## config.mk

```make
export PLATFORM = sky130hd
export DESIGN_NAME = erm_sincos
export DESIGN_NICKNAME = d
export VERILOG_FILES = /design/src/rtl/core/erm_pkg.sv /design/src/rtl/core/erm_sincos.sv
export SDC_FILE = /design/constraint.sdc
export NUM_CORES = 2
export LEC_CHECK = 0
export BUFFER_PORTS_ARGS = -buffer_cell sky130_fd_sc_hd__clkbuf_2
export CAP_MARGIN = 15
export CORE_AREA = 5 5 594 596
export DETAILED_ROUTE_END_ITERATION = 7
export DIE_AREA = 0 0 599 601
export PLACE_DENSITY = 0.51
export SYNTH_ARGS = -nofsm -noshare
export SYNTH_HDL_FRONTEND = slang
export SYNTH_SLANG_ARGS = --single-unit
```

## constraint.sdc

```tcl
create_clock -name clk -period 4.8 [get_ports clk]
set_input_delay 0 -clock clk [delete_from_list [all_inputs] [get_ports clk]]
set_output_delay 0 -clock clk [all_outputs]
set_load 0.02 [all_outputs]
```

## src/rtl/core/erm_pkg.sv

```systemverilog
// ----------------------------------------------------------------------------
// erm_pkg
// Types, constants and helper functions for the euler angle to rotation
// matrix pipeline.
// ----------------------------------------------------------------------------
package erm_pkg;

	localparam int AngleW = 16;
	localparam int FieldW = 16;
	localparam int XW = 34;
	localparam int ZW = 33;
	localparam int TrigW = 23;
	localparam int PairW = 2 * TrigW;
	localparam int SumW = 64;
	localparam int AtanEntries = 24;
	localparam int AtanW = 30;

	localparam logic signed [XW-1:0] InvGainQ30 = XW'(652032874);
	localparam logic signed [ZW-1:0] PiQ28 = ZW'(843314857);
	localparam logic signed [ZW-1:0] HalfPiQ28 = ZW'(421657428);
	localparam logic signed [FieldW-1:0] OneQ14 = FieldW'(16384);

	typedef struct packed {
		logic signed [AngleW-1:0] angle_about_x;
		logic signed [AngleW-1:0] angle_about_y;
		logic signed [AngleW-1:0] angle_about_z;
	} angles_t;

	typedef struct packed {
		logic signed [FieldW-1:0] col0_x;
		logic signed [FieldW-1:0] col0_y;
		logic signed [FieldW-1:0] col0_z;
		logic signed [FieldW-1:0] col1_x;
		logic signed [FieldW-1:0] col1_y;
		logic signed [FieldW-1:0] col1_z;
		logic signed [FieldW-1:0] col2_x;
		logic signed [FieldW-1:0] col2_y;
		logic signed [FieldW-1:0] col2_z;
	} matrix_t;

	// atan(2^-i) in Q.28
	function automatic logic [AtanW-1:0] atan_q28(input logic [4:0] i);
		logic [AtanW-1:0] r;
		case (i)
			5'd0: r = AtanW'(210828714);
			5'd1: r = AtanW'(124459457);
			5'd2: r = AtanW'(65760959);
			5'd3: r = AtanW'(33381290);
			5'd4: r = AtanW'(16755422);
			5'd5: r = AtanW'(8385879);
			5'd6: r = AtanW'(4193963);
			5'd7: r = AtanW'(2097109);
			5'd8: r = AtanW'(1048571);
			5'd9: r = AtanW'(524287);
			5'd10: r = AtanW'(262144);
			5'd11: r = AtanW'(131072);
			5'd12: r = AtanW'(65536);
			5'd13: r = AtanW'(32768);
			5'd14: r = AtanW'(16384);
			5'd15: r = AtanW'(8192);
			5'd16: r = AtanW'(4096);
			5'd17: r = AtanW'(2048);
			5'd18: r = AtanW'(1024);
			5'd19: r = AtanW'(512);
			5'd20: r = AtanW'(256);
			5'd21: r = AtanW'(128);
			5'd22: r = AtanW'(64);
			5'd23: r = AtanW'(32);
			default: r = '0;
		endcase
		return r;
	endfunction

	// Q.60 sum to a rounded, clamped Q1.14 field
	function automatic logic signed [FieldW-1:0] to_field(input logic signed [SumW-1:0] v);
		logic signed [SumW-1:0] t;
		logic signed [FieldW-1:0] r;
		t = (v + (SumW'(1) <<< 45)) >>> 46;
		if (t > SumW'(16384))
			r = OneQ14;
		else if (t < -SumW'(16384))
			r = -OneQ14;
		else
			r = t[FieldW-1:0];
		return r;
	endfunction

endpackage

```

## src/rtl/core/erm_sincos.sv

```systemverilog
// ----------------------------------------------------------------------------
// erm_sincos
// Pipelined rotation-mode cordic: quadrant fold, one micro-rotation per
// stage, then rounding of sine and cosine to Q.20.
// ----------------------------------------------------------------------------
module erm_sincos #(
	parameter int ITERATIONS = 16
) (
	input  logic                                   clk,
	input  logic                                   en,
	input  logic signed [erm_pkg::AngleW-1:0]      angle,
	output logic signed [erm_pkg::TrigW-1:0]       sin_v,
	output logic signed [erm_pkg::TrigW-1:0]       cos_v
);

	localparam int N = (ITERATIONS > erm_pkg::AtanEntries) ? erm_pkg::AtanEntries : ITERATIONS;
	localparam int XW = erm_pkg::XW;
	localparam int ZW = erm_pkg::ZW;

	logic signed [XW-1:0] x_s [0:N];
	logic signed [XW-1:0] y_s [0:N];
	logic signed [ZW-1:0] z_s [0:N];
	logic                 flip_s [0:N];

	logic signed [ZW-1:0] z_in;
	logic signed [XW-1:0] xf;
	logic signed [XW-1:0] yf;
	logic signed [XW-1:0] xr;
	logic signed [XW-1:0] yr;

	assign z_in = ZW'(angle) <<< 15;

	// quadrant fold
	always_ff @(posedge clk) begin
		if (en) begin
			x_s[0] <= erm_pkg::InvGainQ30;
			y_s[0] <= '0;
			if (z_in > erm_pkg::HalfPiQ28) begin
				z_s[0]    <= z_in - erm_pkg::PiQ28;
				flip_s[0] <= 1'b1;
			end else if (z_in < -erm_pkg::HalfPiQ28) begin
				z_s[0]    <= z_in + erm_pkg::PiQ28;
				flip_s[0] <= 1'b1;
			end else begin
				z_s[0]    <= z_in;
				flip_s[0] <= 1'b0;
			end
		end
	end

	for (genvar i = 0; i < N; i++) begin : g_iter
		logic signed [ZW-1:0] atan_c;
		assign atan_c = ZW'(erm_pkg::atan_q28(5'(i)));
		always_ff @(posedge clk) begin
			if (en) begin
				flip_s[i+1] <= flip_s[i];
				if (!z_s[i][ZW-1]) begin
					x_s[i+1] <= x_s[i] - (y_s[i] >>> i);
					y_s[i+1] <= y_s[i] + (x_s[i] >>> i);
					z_s[i+1] <= z_s[i] - atan_c;
				end else begin
					x_s[i+1] <= x_s[i] + (y_s[i] >>> i);
					y_s[i+1] <= y_s[i] - (x_s[i] >>> i);
					z_s[i+1] <= z_s[i] + atan_c;
				end
			end
		end
	end

	assign xf = flip_s[N] ? -x_s[N] : x_s[N];
	assign yf = flip_s[N] ? -y_s[N] : y_s[N];
	assign xr = xf + XW'(512);
	assign yr = yf + XW'(512);

	always_ff @(posedge clk) begin
		if (en) begin
			cos_v <= xr[erm_pkg::TrigW+9:10];
			sin_v <= yr[erm_pkg::TrigW+9:10];
		end
	end

endmodule

```

# [Word-level counts from Yosys, hierarchy flattened]
# Memories as Yosys holds them, arrays and structs flattened.
# Index checks and enable logic that the tools add are counted.
[classes] eq_ne=0 n_mux=163 multipliers=0 n_addsub=101 order_cmp=2 div=0 reduce_logical=0 shift=0 bitwise_logic=52
[op_table] operator="$mux W34" n=32
[op_table] operator="$mux W33" n=20
[op_table] operator="$mux W1" n=111
[op_table] operator="$add A34 B19 Y34" n=2
[op_table] operator="$add A34 B20 Y34" n=2
[op_table] operator="$add A34 B21 Y34" n=2
[op_table] operator="$add A34 B22 Y34" n=2
[op_table] operator="$add A34 B23 Y34" n=2
[op_table] operator="$add A34 B24 Y34" n=2
[op_table] operator="$add A34 B25 Y34" n=2
[op_table] operator="$add A34 B26 Y34" n=2
[op_table] operator="$add A34 B27 Y34" n=2
[op_table] operator="$add A34 B28 Y34" n=2
[op_table] operator="$add A34 B29 Y34" n=2
[op_table] operator="$add A34 B30 Y34" n=2
[op_table] operator="$add A34 B31 Y34" n=2
[op_table] operator="$add A34 B32 Y34" n=2
[op_table] operator="$add A34 B33 Y34" n=2
[op_table] operator="$sub A34 B19 Y34" n=2
[op_table] operator="$sub A34 B20 Y34" n=2
[op_table] operator="$sub A34 B21 Y34" n=2
[op_table] operator="$sub A34 B22 Y34" n=2
[op_table] operator="$sub A34 B23 Y34" n=2
[op_table] operator="$sub A34 B24 Y34" n=2
[op_table] operator="other kinds (48)" n=113
[totals] reg_bits=46 latch_bits=0 mem_count=4 elab_cells=324 output_inout_bits=46 mem_bits_rw=1734 input_bits=18 romBits=0
[memory_table] memory="x_s" words=17 word_bits=34 read_ports=17 rd_clocked_by_memory_dff=0 wr=17 line="erm_sincos.sv:20" rtl="logic signed [XW-1:0] x_s [0:N];"
[memory_table] memory="y_s" words=17 word_bits=34 read_ports=17 rd_clocked_by_memory_dff=0 wr=17 line="erm_sincos.sv:21" rtl="logic signed [XW-1:0] y_s [0:N];"
[memory_table] memory="z_s" words=17 word_bits=33 read_ports=16 rd_clocked_by_memory_dff=0 wr=17 line="erm_sincos.sv:22" rtl="logic signed [ZW-1:0] z_s [0:N];"
[memory_table] memory="flip_s" words=17 word_bits=1 read_ports=17 rd_clocked_by_memory_dff=0 wr=17 line="erm_sincos.sv:23" rtl="logic flip_s [0:N];"

# [Longest topological paths before layout]
[logic_depth] ltp_word=7 ltp_mapped=23 mapped_depth_nobuf=23

# [Least setup slack after synthesis]
# OpenSTA, ideal clock, no wires.
[synth_path] kind="reg-to-reg" from="mem z_s[11][32]" to="mem x_s[12][32], data pin" synth_period_minus_slack_ns=4.775 setup_time_ns=0.258 path_buffers=2 t_required_ns=4.542 arrival_time_ns=4.518 setup_slack_ns=0.025 path_stages_with_launch=19 path_cell_list="edfxtp_1 and2_1 clkbuf_1 inv_1 buf_1 o21ai_0 fa_1 a21o_1 a21oi_1 o211ai_1 a21oi_1 a2111oi_0 a211oi_1 a21oi_1 a211o_1 a21oi_1 o221ai_1 a21oi_1 xnor2_1"
[synth_lines] item="from (decl)" line="erm_sincos.sv:22"
[synth_lines] item="to (decl)" line="erm_sincos.sv:20"

==> impl_metrics.yaml <==
run_status:
  outcome: "finished clean"
worst_setup_path:
  critPathMaxStageDelay_ns: 0.60
  cp.required_ns: 5.41
  crit_path_frequent_cell: "a21oi_1"
  cp_cell_sequence: "inv_1 > ha_2 > nand2_2 > or4_4 > o41ai_4 > xor2_1 > ha_1 > o21a_1 > nor2_1 > nor2_2 > a221o_1 > a221oi_4 > a31oi_2 > a211o_1 > o31ai_2 > o21bai_1 > a21oi_1 > a21oi_1 > xnor2_1"
  reg2reg_from: "x_s[8][9]$_DFFE_PP_"
  end_kind: "flop"
  startpoint: "x_s[8][9]$_DFFE_PP_"
  crit_arrival_ns: 5.36
  critPathKind: "flop to flop"
  cp-start-kind: "flop"
  cp_max_fo: 4
  crit_slowest_cell: "or4_4"
worst_hold_path:
  hold_path.startpoint: "en"
  worstHoldPathType: "input port to flop"
routing:
  drcViolationCount: 0
  drtIter0Drc: 5395
  vias: 94700
  ant_nets: 0
  first_pass_iters: 6
  vias_per_cell: 5.16
  wl_per_cell_um: 18.3
  routed_wirelength_mm: 337
place:
  dp_cells: 17900
  dp_hpwl_mm: 271
  gp_congestion: 0.898
  dp_slack_ns: -0.200
  port_buffers: 63
timing:
  fin_setup_tns_ns: 0
  max_slew_margin_pct: 22.5
  setup_viol: 0
  slew_viol_final: 0
  worstMarginPinSlew_ns: 1.16
  hold_violations: 0
  min_period_ns: 4.75
  fin_ws_ns: 0.0512
  max_freq_mhz: 211
  fin_skew_ns: 0.0848
  rsz0062_at_grt: "yes"
  period_share_pct: 98.9
cells_and_area:
  fillers: 34400
  fin_cells: 18300
  regArea_um2: 44100
  area_growth_pct: 17.7
  num-nets-final: 15000
  multi_input_area_um2: 75400
  drive_gt1_share_pct: 12.8
logic_synthesis:
  yosysMostFrequentCell: "edfxtp_1"
  ys_async_sr_fraction_pct: 0
  synth_edf_count: 1467
  ys_ff_latch: 1467
  avgSynthCellArea_um2: 9.67
  synthTopCellsByCount: "1467 x edfxtp_1, 1334 x ha_1, 1266 x a21oi_1"
  yosysTopAreaCellShare_pct: 36.4
  syn_nets: 13900
  ys.flop_type: "edfxtp_1"
  synth.distinct_cells: 95
  ys_top_cells_by_area: "edfxtp_1 36%, ha_1 14%, xnor2_1 9.2%, a21oi_1 5.2%, xor2_1 4.4%"
  yosysTopAreaCell: "edfxtp_1"
  syn-cell-area_um2: 121000
  yosys_warnings: 0
  ys_seq_area_share_pct: 36.4
  synthCells: 12500
die:
  die_h_um: 601
  coreArea_um2: 348000
  initial_core_util_pct: 34.8
  die_area_um2: 360000
  rows: 217
  die_w_um: 599
  io_pins: 64
global_routing:
  overflow: 0
  antenna_found_initial: 2
  grt_max_degree: 151
  track_usage_pct: 18.0
  grt_pass1_vias: 91400
  grt_pass1_wl_mm: 523
clock_network:
  cts_buffer_depth: 4
  clk_pin_slew_ns: 0.06
  clock-sinks: 1467
  htreeDepth: 4
  insertion_delay_ns: 0.89
  cts_root_buf: "clkbuf_16"
  numCtsBuffers: 184
  cts_tree: "yes"
job:
  max_cap_viol_count: 0
cell type report:
cell class | count | area share (%)
Timing Repair Buffer | 1115 | 6.05
Multi-Input combinational cell | 10300 | 53.0
Sequential cell | 1467 | 30.9
Antenna cell | 5 | 0.00879
Inverter | 570 | 1.51
Clock buffer | 209 | 3.34
Tap cell | 4599 | 4.04
Clock inverter | 131 | 1.13
flip-flops by register name, summed over array words and instances, names as in the netlist:
name	flops
y_s	510
x_s	483
z_s	411
cos_v	23
sin_v	23
flip_s	17
layer usage:
| metal | vias to the layer above | part of all wire (%) | track usage [%] |
|---|---|---|---|
| li1 | 48500 | - | - |
| met1 | 44300 | 46 | 24.1 |
| met2 | 1411 | 48 | 31.1 |
| met3 | 428 | 3.1 | 1.53 |
| met4 | 0 | 3.0 | 5.07 |
| met5 | - | 0 | 0 |
what timing repair did:
action | in CTS | in global routing
endpoints found under the hold margin | 442 | 0
setup endpoints to repair | 19 | 125
resized for setup | 16 | 298
hold buffers | 37 | 0
cloned | 0 | 0
pin swaps | 3 | 89
setup buffers | 3 | 66
through the flow:
step | util [%] | hold slack (ns) | area [µm²]
6_report | 41.0 | 0.130 | 142000
5_1_grt | 41.0 | 0.0867 | 142000
4_1_cts | 40.4 | 0.0435 | 140000
3_5_place_dp | 38.5 | 0.330 | 134000
3_3_place_gp | 38.5 | 0.329 | 134000
2_1_floorplan | - | 0.112 | 121000
worst paths after layout:
| kind | to | slack, ns | depth (start not counted) |
|---|---|---|---|
| setup / recovery | y_s[9][33]$_DFFE_PP_ | 0.05 | 19 |
| hold / removal | y_s[15][19]$_DFFE_PP_ | 0.13 | 2 |
| setup reg to reg | y_s[9][33]$_DFFE_PP_ | 0.05 | 19 |
| hold reg to reg | z_s[13][15]$_DFFE_PP_ | 0.38 | 0 |
placed cells by master, fill, tap and decap left out, types with 56 or more instances in the layout:
cell	Yosys	layout
a211oi_1	88	77
a21o_1	618	618
a21oi_1	1266	1232
a31oi_1	115	108
and3_1	93	90
buf_4	0	988
clkbuf_16	0	187
clkbuf_2	1	62
edfxtp_1	1467	1467
ha_1	1334	1330
inv_1	559	551
mux2i_1	70	70
nand2_1	728	722
nand2b_1	163	163
nand3_1	185	183
nand4_1	81	81
nor2_1	999	984
nor2b_1	167	163
nor3_1	306	264
o211ai_1	56	56
o21a_1	197	195
o21ai_0	559	546
o21ai_1	95	99
o21bai_1	178	175
o31ai_1	128	110
or3_1	95	85
xnor2_1	1265	1264
xor2_1	607	607
cells by family after synthesis:
| family | after synthesis | synth area share (%) |
|---|---|---|
| buffers and inverters | 785 | 2.44 |
| adders and majority gates | 1382 | 14.6 |
| xor gates and xnor gates | 1873 | 13.6 |
| AOI/OAI and AO/OA | 3765 | 19.8 |
| muxes | 103 | 0.886 |
| DFF | 1467 | 36.4 |
| and+or+nand+nor | 3129 | 12.3 |
critical path: cells and delay by family (launching register included):
family	cells	cell delay [ns]
flops	1	0.43
simple gates	4	0.92
fa+ha+maj	2	0.45
buf+inv	1	0.10
compound gates	10	2.31
xor+xnor	2	0.30
Power is left out: the tool's default activity adds up to more than one toggle a clock period on the data nets, which glitch-free logic cannot reach.
